### src/sv/rar_pkg.sv
// Package of the rational reduction block: widths, operation codes, stage types.
// No dependencies.
package rar_pkg;
  localparam int unsigned OperandWidth = 16;
  localparam int unsigned ProdWidth = 2 * OperandWidth;
  localparam int unsigned NumWidth = ProdWidth + 1;
  localparam int unsigned DenWidth = ProdWidth;
  localparam int unsigned MagWidth = NumWidth;
  localparam int unsigned ShiftWidth = $clog2(MagWidth + 1);

  typedef enum logic [1:0] {
    CmdAdd = 2'd0,
    CmdSub = 2'd1,
    CmdMul = 2'd2,
    CmdDiv = 2'd3
  } cmd_e;

  typedef struct packed {
    logic [1:0] command;
    logic signed [15:0] first_numerator;
    logic signed [15:0] first_denominator;
    logic signed [15:0] second_numerator;
    logic signed [15:0] second_denominator;
  } in_item_t;

  typedef struct packed {
    logic signed [32:0] result_numerator;
    logic signed [31:0] result_denominator;
    logic zero_denominator;
  } out_item_t;

  // Raw fraction after cross multiplication, carried as sign and magnitude.
  typedef struct packed {
    logic n_neg;
    logic d_neg;
    logic [MagWidth-1:0] n_mag;
    logic [MagWidth-1:0] d_mag;
  } raw_t;
endpackage

### src/sv/rar_gcd_stage.sv
// One pipeline stage of a binary GCD that counts common factors of two (one step per stage).
// Depends on rar_pkg.
module rar_gcd_stage (
  input  logic clk_i,
  input  logic rst_ni,
  input  logic advance_i,
  input  logic in_valid_i,
  input  logic [rar_pkg::MagWidth-1:0] a_i,
  input  logic [rar_pkg::MagWidth-1:0] b_i,
  input  logic [rar_pkg::ShiftWidth-1:0] k_i,
  output logic out_valid_o,
  output logic [rar_pkg::MagWidth-1:0] a_o,
  output logic [rar_pkg::MagWidth-1:0] b_o,
  output logic [rar_pkg::ShiftWidth-1:0] k_o
);
  localparam int unsigned M = rar_pkg::MagWidth;
  logic [M-1:0] a_d, b_d, dif;
  logic [rar_pkg::ShiftWidth-1:0] k_d;
  logic valid_q;
  logic [M-1:0] a_q, b_q;
  logic [rar_pkg::ShiftWidth-1:0] k_q;

  // Step on (a, b): pass a zero through, strip common twos, halve an even one, else halve the difference.
  always_comb begin
    a_d = a_i; b_d = b_i; k_d = k_i;
    dif = (a_i > b_i) ? a_i - b_i : b_i - a_i;
    if (a_i == '0 || b_i == '0) begin
      a_d = a_i | b_i; b_d = '0;
    end else if (!a_i[0] && !b_i[0]) begin
      a_d = a_i >> 1; b_d = b_i >> 1; k_d = k_i + 1'b1;
    end else if (!a_i[0]) begin
      a_d = a_i >> 1;
    end else if (!b_i[0]) begin
      b_d = b_i >> 1;
    end else if (a_i > b_i) begin
      a_d = dif >> 1;
    end else begin
      b_d = dif >> 1;
    end
  end

  always_ff @(posedge clk_i or negedge rst_ni) begin
    if (!rst_ni) valid_q <= 1'b0;
    else if (advance_i) valid_q <= in_valid_i;
  end
  always_ff @(posedge clk_i) begin
    if (advance_i) begin
      a_q <= a_d; b_q <= b_d; k_q <= k_d;
    end
  end
  assign out_valid_o = valid_q;
  assign a_o = a_q;
  assign b_o = b_q;
  assign k_o = k_q;
endmodule

### config.mk
export PLATFORM = sky130hd
export DESIGN_NAME = rar_gcd_stage
export DESIGN_NICKNAME = d
export VERILOG_FILES = /design/src/sv/rar_pkg.sv /design/src/sv/rar_gcd_stage.sv
export SDC_FILE = /design/constraint.sdc
export NUM_CORES = 1
export LEC_CHECK = 0
export ABC_AREA = 1
export BUFFER_PORTS_ARGS = -buffer_cell sky130_fd_sc_hd__clkbuf_2
export CAP_MARGIN = 20
export CELL_PAD_IN_SITES_DETAIL_PLACEMENT = 0
export CELL_PAD_IN_SITES_GLOBAL_PLACEMENT = 1
export CORE_ASPECT_RATIO = 0.6
export CORE_MARGIN = 2
export CORE_UTILIZATION = 30
export DETAILED_ROUTE_END_ITERATION = 10
export GPL_ROUTABILITY_DRIVEN = 0
export GPL_TIMING_DRIVEN = 0
export HOLD_SLACK_MARGIN = 0.08
export PLACE_DENSITY_LB_ADDON = 0.1
export REMOVE_ABC_BUFFERS = 1
export SLEW_MARGIN = 20
export SYNTH_ARGS = -nofsm -noshare
export SYNTH_HDL_FRONTEND = slang
export SYNTH_SLANG_ARGS = --single-unit
### constraint.sdc
create_clock -name clk_i -period 0.9 [get_ports clk_i]
set_input_delay 0.135 -clock clk_i [delete_from_list [all_inputs] [get_ports clk_i]]
set_output_delay 0.135 -clock clk_i [all_outputs]
set_load 0.03 [all_outputs]
==> flow_summary.yaml <==
die:
  ios: 149
  core_area_um2: 32400
  die_w_um: 238
  rows: 51
  dieArea_um2: 34300
  die_h_um: 144
  floorplan.initialDensity_pct: 30.4
sta:
  finalCriticalPeriod_ps: 2170
  rsz0062_at_grt: "true"
  setup_viol: 145
  relSlewSlack_pct: 51.8
  tightest_slew_ps: 722
  fin_setup_tns_ps: -98040
  fmax_mhz: 460
  period_share_pct: 241
  worst_slack_ps: -1270
  finClkSkew_ps: 0
  holdWs_ps: 59.0
  hold_viol_final: 0
  slew_viol_final: 0
place:
  dp.cells: 2129
  dp_hpwl_um: 35300
  port_buffers: 148
routing:
  ant_nets: 0
  wire_per_inst_um: 23.1
  first_pass_iters: 7
  vias_per_cell: 5.26
  drt_wl_total_um: 53800
  dr.first_iter.drc_count: 1255
  via_count: 12300
  route.detailed.drc: 0
clocking:
  root_buffer: "clkbuf_16"
  clock_sinks: 73
  cts_buffers: 9
  insertion_delay_ps: 380
  cts_tree: "built"
  clockBufferDepth: 2
  clk_pin_slew_ps: 70
  htree_levels: 3
cells_and_area:
  nets: 2079
  n_antenna_cell: 0
  final_common_cell: "nand2_1"
  drive_gt1_share_pct: 40.7
  area_delta_synth_final_pct: 66.8
  most-common-layout-cells: "426 x nand2_1, 160 x inv_1, 132 x buf_4"
  final_cells: 2331
setup_path:
  crit_path_start: "b_i[12]"
  r2r-end: "out_valid_o"
  start_kind: "input pin"
  reg2reg_from: "out_valid_o"
  crit_arrival_ps: 2320
  required_ps: 1050
  ff2ff_setup_slack_ps: 150
  critPathMaxFanout: 8
  crit_type: "input pin to register"
  r2r_cells: 1
  critPathCaptureType: "register"
pwr:
  peakVddDrop_v: 0.000928
  p_sw_mw: 8.28
  combPwrFrac_pct: 55.7
  p_int_mw: 10.5
  pwr-share-seq_pct: 23.2
  p_leak_nw: 7.72
  clock_power_share_pct: 21.1
  switching_share_pct: 44.1
  power_density_nw_per_um2: 1140
  total_power_mw: 18.8
run_status:
  status: "complete, but fails checks"
  violations: "setup timing"
global_routing:
  grt_pass1_vias: 11300
  antenna_found_initial: 0
  track_usage_pct: 30.1
  grt_pass1_wl_um: 74200
  overflow: 0
  grt_max_degree: 41
worst_hold_path:
  worstHoldPathType: "input pin to register"
  holdPathStages: 3
  hp-start: "b_i[14]"
  min_to: "b_o[13]"
job:
  cap_violations: 0
logic_synthesis:
  syn_inst: 1594
  avgSynthCellArea_um2: 6.18
  yosysWarnings: 0
  synth_cell_types: 42
  ys_ff_latch: 73
  synth.yosys.seq_area_share_pct: 22.2
  syn_area_um2: 9850
==> synth_stat cells, drive strengths merged <==
master	instances	area share [%]
a21boi	17	1.3
a21o	1	0.076
a21oi	164	8.4
and2	1	0.064
and3	1	0.064
buf	15	0.99
clkbuf	29	1.1
clkinv	2	0.076
dfrtp	1	0.25
edfxtp	72	22
fa	2	0.41
ha	99	13
inv	261	10
mux2	1	0.11
nand2	545	21
nand3	118	6.0
nand3b	1	0.076
nand4	56	3.7
nor2	109	4.8
nor3	10	0.62
nor4	5	0.38
o211ai	1	0.076
o21ai	30	1.5
o21bai	13	0.99
o22ai	1	0.064
or2	2	0.13
xnor2	3	0.27
xor2	34	3.0
==> kinds of logic (layout without fill, tap and decap cells) <==
kind of cell               Yosys count  after routing  share of synthesized area [%]
AOI/OAI and AO/OA                  227            228                           12.4
adders and majority gates          101            101                           13.0
DFF                                 73             73                           22.2
and+or+nand+nor                    848            856                           36.9
buffers and inverters              307            611                           12.1
xor gates and xnor gates            37             37                           3.29
muxes                                1              1                          0.114
==> routing by layer <==
layer / track usage (%) / vias to the layer above / share of wire (%)
li1: - / 5773 / -
met1: 44.9 / 5841 / 49
met2: 39.5 / 584 / 38
met3: 11.3 / 68 / 11
met4: 7.58 / 0 / 2.2
met5: 0 / - / 0
==> worst max-delay path, stage by stage <==
cell and delay [ps]:
buf_8 110, inv_6 60, nand4_1 400, nor4_4 420
nand3_2 200, nand2_8 150, clkinvlp_4 200, nand2_8 210
clkbuf_16 230, a21oi_2 40, nand2_1 80, nand2_1 50
==> flip-flops by register name, indices dropped and copies added (netlist names) <==
register,cells
k_o,6
b_o,33
out_valid_o,1
a_o,33
==> cell type report <==
cell class	count	area, um^2
fill	3196	15900
multi-input combinational	1223	8590
timing repair buffer	328	3550
sequential	73	2190
inverter	263	1240
tap	424	531
clock buffer	10	229
clock inverter	6	67.6
timing repair inverter	4	31.3
==> power by group through the flow <==
stage / registers (mW) / clock network, mW / logic, mW
after detailed placement: 4.36 / 0 / 6.56
after CTS: 4.31 / 4.03 / 8.62
final: 4.36 / 3.95 / 10.5
after global placement: 4.36 / 0 / 6.49
after floorplan: 5.12 / 0 / 3.34
after global routing: 4.40 / 4.14 / 11.0
==> worst max-delay path by stage <==
stage	endpoint	slack [ps]
floorplan	a_o[32]	-3170
global placement	a_o[32]	-7110
detailed placement	a_o[32]	-4220
CTS	a_o[32]	-1270
global route	b_o[30]	-1330
finish	b_o[24]	-1270
==> per-stage QoR <==
step / area [um^2] / util [%] / worst slack [ps]
global placement: 10900 / 33.7 / -7110
floorplan: 9640 / - / -3170
CTS: 14100 / 43.7 / -1270
global route: 16400 / 50.8 / -1330
finish: 16400 / 50.8 / -1270
detailed placement: 11100 / 34.4 / -4220
==> what timing repair did <==
item,CTS,global route
hold buffers,14,3
hold endpoints to repair,13,3
setup buffers,87,62
pin swaps,69,127
gates resized for setup,411,631
setup endpoints to repair,146,181
cloned,16,6
Note: power is estimated with default switching activity, not from simulation.
