--- src/sv/rar_pkg.sv ---
// Package of the rational reduction block: widths, operation codes, stage types.
// No dependencies.
package rar_pkg;
  localparam int unsigned OperandWidth = 16;
  localparam int unsigned ProdWidth = 2 * OperandWidth;
  localparam int unsigned NumWidth = ProdWidth + 1;
  localparam int unsigned DenWidth = ProdWidth;
  localparam int unsigned MagWidth = NumWidth;
  localparam int unsigned ShiftWidth = $clog2(MagWidth + 1);

  typedef enum logic [1:0] {
    CmdAdd = 2'd0,
    CmdSub = 2'd1,
    CmdMul = 2'd2,
    CmdDiv = 2'd3
  } cmd_e;

  typedef struct packed {
    logic [1:0] command;
    logic signed [15:0] first_numerator;
    logic signed [15:0] first_denominator;
    logic signed [15:0] second_numerator;
    logic signed [15:0] second_denominator;
  } in_item_t;

  typedef struct packed {
    logic signed [32:0] result_numerator;
    logic signed [31:0] result_denominator;
    logic zero_denominator;
  } out_item_t;

  // Raw fraction after cross multiplication, carried as sign and magnitude.
  typedef struct packed {
    logic n_neg;
    logic d_neg;
    logic [MagWidth-1:0] n_mag;
    logic [MagWidth-1:0] d_mag;
  } raw_t;
endpackage

--- src/sv/rar_div_stage.sv ---
// One restoring-division step on numerator and denominator quotients at once.
// Depends on rar_pkg.
module rar_div_stage (
  input  logic clk_i,
  input  logic rst_ni,
  input  logic advance_i,
  input  logic in_valid_i,
  input  logic [rar_pkg::MagWidth-1:0] g_i,
  input  logic [rar_pkg::MagWidth-1:0] nr_i,
  input  logic [rar_pkg::MagWidth-1:0] nq_i,
  input  logic [rar_pkg::MagWidth-1:0] dr_i,
  input  logic [rar_pkg::MagWidth-1:0] dq_i,
  output logic out_valid_o,
  output logic [rar_pkg::MagWidth-1:0] nr_o,
  output logic [rar_pkg::MagWidth-1:0] nq_o,
  output logic [rar_pkg::MagWidth-1:0] dr_o,
  output logic [rar_pkg::MagWidth-1:0] dq_o
);
  localparam int unsigned M = rar_pkg::MagWidth;
  logic [M:0] nt, dt;
  logic [M-1:0] nr_d, nq_d, dr_d, dq_d;
  logic valid_q;
  logic [M-1:0] nr_q, nq_q, dr_q, dq_q;

  always_comb begin
    nt = {nr_i, nq_i[M-1]};
    dt = {dr_i, dq_i[M-1]};
    nq_d = {nq_i[M-2:0], 1'b0};
    dq_d = {dq_i[M-2:0], 1'b0};
    nr_d = nt[M-1:0];
    dr_d = dt[M-1:0];
    if (nt >= {1'b0, g_i}) begin
      nr_d = M'(nt - {1'b0, g_i}); nq_d[0] = 1'b1;
    end
    if (dt >= {1'b0, g_i}) begin
      dr_d = M'(dt - {1'b0, g_i}); dq_d[0] = 1'b1;
    end
  end

  always_ff @(posedge clk_i or negedge rst_ni) begin
    if (!rst_ni) valid_q <= 1'b0;
    else if (advance_i) valid_q <= in_valid_i;
  end
  always_ff @(posedge clk_i) begin
    if (advance_i) begin
      nr_q <= nr_d; nq_q <= nq_d; dr_q <= dr_d; dq_q <= dq_d;
    end
  end
  assign out_valid_o = valid_q;
  assign nr_o = nr_q;
  assign nq_o = nq_q;
  assign dr_o = dr_q;
  assign dq_o = dq_q;
endmodule

--- config.mk ---
export PLATFORM = sky130hd
export DESIGN_NAME = rar_div_stage
export DESIGN_NICKNAME = d
export VERILOG_FILES = /design/src/sv/rar_pkg.sv /design/src/sv/rar_div_stage.sv
export SDC_FILE = /design/constraint.sdc
export NUM_CORES = 1
export LEC_CHECK = 0
export ABC_AREA = 1
export BUFFER_PORTS_ARGS = -buffer_cell sky130_fd_sc_hd__buf_4
export CAP_MARGIN = 40
export CORE_ASPECT_RATIO = 1.5
export CORE_MARGIN = 4
export CORE_UTILIZATION = 48
export CTS_BUF_LIST = sky130_fd_sc_hd__clkbuf_16
export CTS_CLUSTER_DIAMETER = 60
export DETAILED_ROUTE_END_ITERATION = 10
export GPL_ROUTABILITY_DRIVEN = 0
export GPL_TIMING_DRIVEN = 0
export PLACE_DENSITY = 0.78
export SLEW_MARGIN = 20
export SYNTH_ARGS = -nofsm -noshare
export SYNTH_HDL_FRONTEND = slang
export SYNTH_SLANG_ARGS = --single-unit
--- constraint.sdc ---
create_clock -name clk_i -period 0.8 [get_ports clk_i]
set_input_delay 0.16 -clock clk_i [delete_from_list [all_inputs] [get_ports clk_i]]
set_output_delay 0.16 -clock clk_i [all_outputs]
set_load 0.1 [all_outputs]
==> metrics <==
Vias=roughly 12k; Initial Util=between 40% and 50%; DR WL/cell=roughly 20 um; Worst-Margin Slew=approximately 0.40 ns; Die W=between 100 and 150 um; Synth Area in Adders=slightly above 8%; cell taking the most area after synthesis=edfxtp_1; Tcrit/Tclk final=241%; cell area after synthesis=~0.011 mm2; DRC=0; main combinational cell family by area after synthesis=simple AND/OR/NAND/NOR gates; asr flop ratio synth=less than 1%; reg2reg start=out_valid_o$_DFFE_PN0P_; Synth Area in XOR/XNOR=roughly 2.3%; initial drt markers=slightly below 900; hold path startpoint=dr_i[26]; total CTS buffers=17; Net Sw Frac=roughly 45%; total grt overflow=0; die height=between 150 and 200 um; number of synthesized register bits=approximately 130; post-synth cell types=35; nets=around 2.2k; die area=~0.024 mm2; net switching power=between 15 and 20 mW; max-cap violation count=0; LEAKAGE=between 8 and 9 nW; Worst Setup SP=g_i[5]; met2 wire len=22.9 mm; WL met1=between 10 and 15 mm; simple-gate share of the synthesized area=approximately 37%; Filler Cell Count=1180; Reg clk slew, reported paths=approximately 0.060 ns; Port Buf Inserts=between 300 and 400; Area after DPL=0.0136 mm2; Tot GR Track Use=between 30% and 40%; largest net degree at the start of global routing=47; initial antenna violation count=0; Cell Pwr Density=~1900 mW/mm2; top-area cell type share of the netlist area=37.8%; metal3 WL=3.62 mm; WP data arrival=2.11 ns; Finished Cell Area=about 0.018 mm2; routed vias/inst=5.53; clk sinks=roughly 130; DR top layer=met4; outcome=complete, but fails checks; ant diodes=0; synth top area cells=edfxtp_1 38%, nand2_1 21%, inv_1 10%, ha_1 7.9%, nand3_1 5.0%; total core area=0.0216 mm2; Hold Path Class=input port to register; Detail Placement HPWL=around 29 mm; FMAX=between 500 and 600 MHz; crit end category=register; unrepaired setup endpoints after global routing=true; Max-slew headroom=between 70 and 80%; Post-Synthesis Net Count=1696; synth warn=0; CP Class=input port to register; # rows=66; Clock Power Share=between 20 and 25%; via count of the first global-routing pass=between 10k and 15k; Critical Path RT=just under 1 ns; Cell Int Power=18.8 mW; routed wire length=roughly 45 mm; min cycle time layout=1.92 ns; io pins=about 300; Slew Viols, Final=0; first-pass GRT wire length=around 64 mm; endpoints failing setup=202; # H-tree levels=4; CTS tree=done; Logic pwr share=50.0%; Final Worst Setup Slack=-1.12 ns; Post-synth EDFFs=between 100 and 150; drt first pass iters=6; failing checks=negative setup slack; Setup Total Neg Slack=-119.50 ns; synthesized area per cell=roughly 7.2 um2; Worst Path Max Fanout=10; Max Buffers Root-to-Sink=2; Hold Violations, Final=0; Startpoint Class=input port; reg-to-reg setup timing slack=-0.07 ns; Post-Synthesis Cells=between 1k and 1.5k; clock skew=0 ns; Post-DRT Antenna Nets=0; part of the power in registers=between 20 and 30%; Area growth, synth to finish=69.2%; mux cell area share after synthesis=less than 1%; pre-CTS setup slack=-1.59 ns; worst skew pair latency=0.43 ns; Synth Flop Type=edfxtp_1; Root Buffer Master=clkbuf_16; VDD IR-drop max=about 0.0015 V; Seq/Total Area, Yosys=between 30% and 40%; layout cell share with drive strength beyond 1=42.0%; Synth Area in Compound Gates=2.44%
final timing paths:
kind | end | depth (start not counted)
worst max-delay path | nr_o[6]$_DFFE_PP_ | 16
worst max register to register | out_valid_o$_DFFE_PN0P_ | 1
worst min register to register | out_valid_o$_DFFE_PN0P_ | 1
min in group asynchronous | out_valid_o$_DFFE_PN0P_ | 2
max in group asynchronous | out_valid_o$_DFFE_PN0P_ | 2
worst min-delay path | dr_o[27]$_DFFE_PP_ | 3
layout make-up:
| class | count | area (um2) | area share [%] |
|---|---|---|---|
| Buffer | 18 | 228 | 1.28 |
| Clock buffer | 17 | 425 | 2.39 |
| Clock inverter | 14 | 138 | 0.775 |
| Inverter | 282 | 1160 | 6.54 |
| Multi-Input combinational cell | 1027 | 7090 | 39.9 |
| Sequential cell | 133 | 3990 | 22.5 |
| Tap cell | 272 | 340 | 1.92 |
| Timing Repair Buffer | 456 | 4400 | 24.7 |
logic make-up after synthesis:
family	after synthesis
xor gates and xnor gates	28
adders and majority gates	68
and+or+nand+nor	881
DFF	133
buffers and inverters	300
muxes	1
AOI/OAI and AO/OA	48
synth_stat cells (4+ instances only):
master and number:
a21o_1 4, a21oi_1 40, and2_1 13, buf_2 10, edfxtp_1 132, ha_1 66
inv_1 279, nand2_1 582, nand2_2 9, nand3_1 104, nand3_2 30, nand3b_1 23
nand4_1 4, nor2_1 76, nor2_2 8, nor3_1 15, nor3_2 4, or2_2 5
xor2_1 26
worst max-delay path: stages:
cell and delay, ns:
buf_6 0.08, clkinvlp_4 0.15, ha_4 0.34, nand2_4 0.07
inv_1 0.10, nand2_1 0.07, nand2_1 0.14, nand2_2 0.10
nand3_4 0.14, nand2_4 0.08, nand2_4 0.07, nand2_4 0.10
buf_4 0.17, buf_6 0.14, nand3_1 0.11, nand2_2 0.07
sequential cells by signal, summed over array words and instances (netlist names):
register	cells
dr_o	33
nq_o	33
dq_o	33
out_valid_o	1
nr_o	33
layout by cell type (no fill, tap or decap), drive strengths merged, types with 6 or more instances in the layout:
| master | instances |
|---|---|
| nand2 | 596 |
| buf | 405 |
| inv | 266 |
| nand3 | 134 |
| edfxtp | 132 |
| nor2 | 87 |
| dlygate4sd3 | 66 |
| ha | 66 |
| a21oi | 41 |
| xor2 | 26 |
| nand3b | 23 |
| clkinvlp | 22 |
| clkbuf | 19 |
| nor3 | 19 |
| and2 | 13 |
| clkinv | 6 |
per-stage QoR:
stage / power, mW / instances / hold slack (ns) / utilization (%)
2_1_floorplan: 19.0 / 1459 / -0.136 / -
3_3_place_gp: 22.3 / 2032 / -0.0647 / 62.9
3_5_place_dp: 22.4 / 2033 / -0.0608 / 63.0
4_1_cts: 32.6 / 2209 / 0.0347 / 79.5
5_1_grt: 35.0 / 2219 / 0.0536 / 82.1
6_report: 33.9 / 2219 / 0.0574 / 82.1
timing repair:
action                     4_1_cts  5_1_grt
pin swaps                       66       65
hold buffers                    66        0
cloned                          10        2
gates resized for setup        402      129
hold endpoints to repair        66        0
setup endpoints to repair      290      202
setup buffers                   69        9
layer usage:
| metal | vias up | GRT usage [%] |
|---|---|---|
| met4 | 0 | 25.0 |
| met3 | 299 | 5.05 |
| met2 | 822 | 62.5 |
| li1 | 5525 | - |
| met5 | - | 0 |
| met1 | 5634 | 33.4 |
power by group through the flow:
stage	Sequential, mW	Combinational, mW	Clock (mW)
floorplan	14.8	4.15	0
global placement	9.07	13.2	0
detailed placement	9.09	13.3	0
CTS	9.12	15.7	7.76
global route	9.22	17.6	8.13
finish	9.16	16.9	7.78
(Power assumes the default switching activity.)
