**src/sv/rar_pkg.sv**
```systemverilog
// Package of the rational reduction block: widths, operation codes, stage types.
// No dependencies.
package rar_pkg;
  localparam int unsigned OperandWidth = 16;
  localparam int unsigned ProdWidth = 2 * OperandWidth;
  localparam int unsigned NumWidth = ProdWidth + 1;
  localparam int unsigned DenWidth = ProdWidth;
  localparam int unsigned MagWidth = NumWidth;
  localparam int unsigned ShiftWidth = $clog2(MagWidth + 1);

  typedef enum logic [1:0] {
    CmdAdd = 2'd0,
    CmdSub = 2'd1,
    CmdMul = 2'd2,
    CmdDiv = 2'd3
  } cmd_e;

  typedef struct packed {
    logic [1:0] command;
    logic signed [15:0] first_numerator;
    logic signed [15:0] first_denominator;
    logic signed [15:0] second_numerator;
    logic signed [15:0] second_denominator;
  } in_item_t;

  typedef struct packed {
    logic signed [32:0] result_numerator;
    logic signed [31:0] result_denominator;
    logic zero_denominator;
  } out_item_t;

  // Raw fraction after cross multiplication, carried as sign and magnitude.
  typedef struct packed {
    logic n_neg;
    logic d_neg;
    logic [MagWidth-1:0] n_mag;
    logic [MagWidth-1:0] d_mag;
  } raw_t;
endpackage

```
**src/sv/rar_mult.sv**
```systemverilog
// Cross multiplication in three stages: products, sum, magnitude.
// Depends on rar_pkg.
module rar_mult (
  input  logic             clk_i,
  input  logic             rst_ni,
  input  logic             in_valid_i,
  input  rar_pkg::in_item_t in_data_i,
  input  logic             advance_i,
  output logic             out_valid_o,
  output rar_pkg::raw_t    out_data_o
);
  localparam int unsigned W = rar_pkg::OperandWidth;
  localparam int unsigned P = rar_pkg::ProdWidth;
  localparam int unsigned M = rar_pkg::MagWidth;

  logic signed [W-1:0] p1, q1, p2, q2;
  logic signed [W-1:0] a_x, a_y, b_x, b_y, c_x, c_y;
  logic signed [P-1:0] pa_d, pb_d, pd_d;
  logic signed [P-1:0] pa_q, pb_q, pd_q;
  logic [1:0] cmd_q;
  logic v1_q, v2_q, v3_q;
  logic signed [M-1:0] n_d, n_q;
  logic signed [P-1:0] d_q;
  rar_pkg::raw_t raw_d, raw_q;

  assign p1 = in_data_i.first_numerator[W-1:0];
  assign q1 = in_data_i.first_denominator[W-1:0];
  assign p2 = in_data_i.second_numerator[W-1:0];
  assign q2 = in_data_i.second_denominator[W-1:0];

  always_comb begin
    a_x = p1; a_y = q2; b_x = p2; b_y = q1; c_x = q1; c_y = q2;
    case (rar_pkg::cmd_e'(in_data_i.command))
      rar_pkg::CmdMul: begin a_y = p2; end
      rar_pkg::CmdDiv: begin c_y = p2; end
      default: begin end
    endcase
    pa_d = a_x * a_y;
    pb_d = b_x * b_y;
    pd_d = c_x * c_y;
  end

  always_comb begin
    case (rar_pkg::cmd_e'(cmd_q))
      rar_pkg::CmdAdd: n_d = M'(pa_q) + M'(pb_q);
      rar_pkg::CmdSub: n_d = M'(pa_q) - M'(pb_q);
      default: n_d = M'(pa_q);
    endcase
  end

  always_comb begin
    raw_d.n_neg = n_q[M-1];
    raw_d.d_neg = d_q[P-1];
    raw_d.n_mag = n_q[M-1] ? M'(-n_q) : M'(n_q);
    raw_d.d_mag = d_q[P-1] ? M'(-{d_q[P-1], d_q}) : M'({1'b0, d_q});
  end

  always_ff @(posedge clk_i or negedge rst_ni) begin
    if (!rst_ni) begin
      v1_q <= 1'b0; v2_q <= 1'b0; v3_q <= 1'b0;
    end else if (advance_i) begin
      v1_q <= in_valid_i; v2_q <= v1_q; v3_q <= v2_q;
    end
  end

  always_ff @(posedge clk_i) begin
    if (advance_i) begin
      pa_q <= pa_d; pb_q <= pb_d; pd_q <= pd_d;
      cmd_q <= in_data_i.command;
      n_q <= n_d; d_q <= pd_q;
      raw_q <= raw_d;
    end
  end

  assign out_valid_o = v3_q;
  assign out_data_o = raw_q;
endmodule

```
**config.mk**
```make
export PLATFORM = sky130hd
export DESIGN_NAME = rar_mult
export DESIGN_NICKNAME = d
export VERILOG_FILES = /design/src/sv/rar_pkg.sv /design/src/sv/rar_mult.sv
export SDC_FILE = /design/constraint.sdc
export NUM_CORES = 2
export LEC_CHECK = 0
export ABC_AREA = 1
export BUFFER_PORTS_ARGS = -buffer_cell sky130_fd_sc_hd__buf_2
export CORE_ASPECT_RATIO = 0.7
export CORE_MARGIN = 2
export CORE_UTILIZATION = 60
export DETAILED_ROUTE_END_ITERATION = 10
export PLACE_DENSITY = 0.84
export SLEW_MARGIN = 10
export SYNTH_ARGS = -nofsm -noshare
export SYNTH_HDL_FRONTEND = slang
export SYNTH_SLANG_ARGS = --single-unit
```
**constraint.sdc**
```tcl
create_clock -name clk_i -period 7.1 [get_ports clk_i]
set_input_delay 0.71 -clock clk_i [delete_from_list [all_inputs] [get_ports clk_i]]
set_output_delay 0.71 -clock clk_i [all_outputs]
set_load 0.05 [all_outputs]
```
==> results_dict.tcl <==
set metrics [dict create \
    max_cap_viol_count 0 \
    grt_pass1_vias 36500 \
    synth_edf_count 231 \
    final_cell_mix "1244 x inv_1, 1019 x nand2_1, 787 x fa_1" \
    crit_end "pd_q[21]$_DFFE_PP_" \
    synth_nets 6218 \
    met2_usage_pct 53.2 \
    relSlewSlack_pct 35.4 \
    muxShareOfSynthArea_pct 0.0263 \
    ioPinCount 139 \
    fillCellCount 5631 \
    hold_ws_ns 0.375 \
    grtUsageMet3_pct 8.68 \
    die_y_um 227 \
    cts_made_buffers 22 \
    grt_use_met1_pct 47.7 \
    drive_gt1_share_pct 8.66 \
    grt_usage_pct 34.8 \
    crit_chain "buf_2 -> nand2_1 -> buf_12 -> o21ai_1 -> inv_1 -> buf_4 -> nand2_1 -> fa_1 -> inv_1 -> fa_1 -> fa_1 -> fa_1 -> fa_1 -> inv_1 -> fa_1 -> inv_1 -> ha_1 -> nand2_1 -> nor2_1 -> inv_1 -> nor2_1 -> nand4_1 -> nand3_1 -> xor2_1" \
    rsz0062_at_grt "false" \
    synthCells 5080 \
    synth_compound_area_share_pct 4.56 \
    critPathCaptureType "flop" \
    root_buffer "clkbuf_16" \
    io_buffers 138 \
    via_count 34500 \
    post-route-min-period_ns 6.67 \
    post_cts_resize_count 0 \
    finalMaxSlewViolations 0 \
    cts_buffer_depth 3 \
    worstPathRequired_ns 7.43 \
    cts.sinks 234 \
    cts-htree-levels 1 \
    cp_num_buf_inv 8 \
    rows 81 \
    crit_top_cell "fa_1" \
    busiest_layer "met2" \
    fin_nets 6411 \
    drc 0 \
    wl_per_cell_um 19.3 \
    synthToLayoutAreaGrowth_pct 8.16 \
    synth_cell_types 51 \
    ys_ff_latch 234 \
    crit_path_start_kind "input pin" \
    cts_tree "built" \
    rr_worst_depth 17 \
    totalWireLength_um 120000 \
    dieWidth_um 323 \
    design_area_um2 46300 \
    initial_core_util_pct 61.0 \
    synth_top_family_by_area "adder cells" \
    regToRegStartpoint "cmd_q[1]$_DFFE_PP_" \
    hold_path.class "in -> reg" \
    ys.warnings.count 0 \
    cp_slowest_stage_delay_ns 0.62 \
    crit_start "in_data_i[64]" \
    synth_fa_ha_area_share_pct 45.0 \
    clk_pin_slew_worst_paths_ns 0.07 \
    cp_slowest_cell "o21ai_1" \
    synth_area_um2 42800 \
    crit_type "in -> reg" \
    place_ws_ns 0.118 \
    status "finished clean" \
    synth-xor-area-share_pct 4.07 \
    place.gp.congestion 1.01 \
    finalHoldViolations 0 \
    worst-r2r-setup-slack_ns 2.59 \
    cp_top_family "adder cells" \
    synthSimpleGateAreaFrac_pct 17.4 \
    ys.flop_type "edfxtp_1" \
    finalSetupTns_ns 0 \
    r2r-end "n_q[32]$_DFFE_PP_" \
    crit_fanout 32 \
    antenna_found_initial 4 \
    cp_num_cells 24 \
    drt_first_pass_iters 6 \
    cp.arrival_ns 7.00 \
    synth_area_per_cell_um2 8.43 \
    grt_max_degree 155 \
    die_area_um2 73500 \
    final_common_cell "inv_1" \
    hpwl_um 102000 \
    tightest_slew_ns 0.969 \
    synth-async-reset-ratio_pct 1.28 \
    setup_viol 0 \
    viasPerCell 5.53 \
    insertion_delay_ns 0.54 \
    period_share_pct 94.0 \
    synth-seq-area-share_pct 16.4 \
    grt_pass1_wl_um 197000 \
    fmax_mhz 150 \
    dpl_cell_area_um2 45500 \
    drt_iter0_drc 3502 \
    coreArea_um2 70200 \
    fin_skew_ns 0.0109 \
    setup_slack_ns 0.426 \
    globalRoute.totalOverflow 0 \
    ant_nets 0 \
]
## cell families (layout without fill, tap and decap cells)
kind of cell	after synthesis	in the layout
simple gates	1829	1829
buf+inv	1416	1625
fa+ha+maj	1068	1068
compound gates	332	332
flops	234	234
xor+xnor	199	199
other cells	1	3
mux	1	1
## metrics by stage
step / cells / util (%)
5_1_grt: 6244 / 65.9
3_5_place_dp: 6202 / 64.8
3_3_place_gp: 6202 / 64.8
2_1_floorplan: 5080 / -
6_report: 6245 / 65.9
4_1_cts: 6243 / 65.9
## state kept, by name, indices dropped and copies added (netlist names), 2 cells and up
name	count
cmd_q	2
pa_q	32
n_q	33
pd_q	32
pb_q	32
d_q	32
out_data_o	68
## how the worst min path moves through the flow
stage,from,to,slack (ns),cells after the start
floorplan,pd_q[0]$_DFFE_PP_,d_q[0]$_DFFE_PP_,0.40,0
global placement,pd_q[20]$_DFFE_PP_,d_q[20]$_DFFE_PP_,0.40,0
detailed placement,pd_q[17]$_DFFE_PP_,d_q[17]$_DFFE_PP_,0.41,0
CTS,in_valid_i,v1_q$_DFFE_PN0P_,0.36,3
global route,in_data_i[65],cmd_q[1]$_DFFE_PP_,0.38,1
finish,in_valid_i,v1_q$_DFFE_PN0P_,0.38,3
## per-layer routing
layer | vias to the layer above | wire length, um | share of wire [%]
met5 | - | 34 | 0.028
met4 | 4 | 6250 | 5.2
met1 | 16600 | 47200 | 39
li1 | 15500 | - | -
met2 | 2035 | 52000 | 43
met3 | 389 | 14900 | 12
## cells in the mapped netlist (11+ instances only)
cell,number,area (um2)
nor2_2,12,75.1
nand2_2,18,113
xnor2_1,62,543
edfxtp_1,231,6940
xor2_1,137,1200
buf_2,35,175
clkinv_1,11,41.3
inv_1,1244,4670
nand2_1,1019,3820
o21ai_0,66,330
nand4_1,42,263
a21o_1,14,105
fa_1,787,15800
ha_1,281,3520
clkbuf_1,85,319
or2_2,15,93.8
o21ai_1,34,170
nor3_1,36,180
inv_2,23,86.3
o21bai_1,16,120
buf_1,17,63.8
o21ai_2,25,219
a21oi_1,135,676
nor2_1,525,1970
nand3_1,124,621
## layout make-up
class	instances	area (um2)	area share, %
tap	954	1190	2.58
clock buffer	25	583	1.26
antenna	2	5.00	0.0108
timing repair buffer	307	2080	4.50
multi-input combinational	3430	30400	65.7
inverter	1278	4800	10.4
clock inverter	15	194	0.419
sequential	234	7010	15.1
## worst min-delay path, cell delays in order
cell     delay (ns)
buf_2          0.07
nand2_1        0.03
o21ai_0        0.05
## what timing repair did
item | in CTS | in global routing
hold buffers | 1 | 0
buffers inserted | 0 | 0
endpoints found under the hold margin | 3 | 0
Power is left out: the tool's default activity adds up to more than one toggle a clock period on the data nets, which glitch-free logic cannot reach.
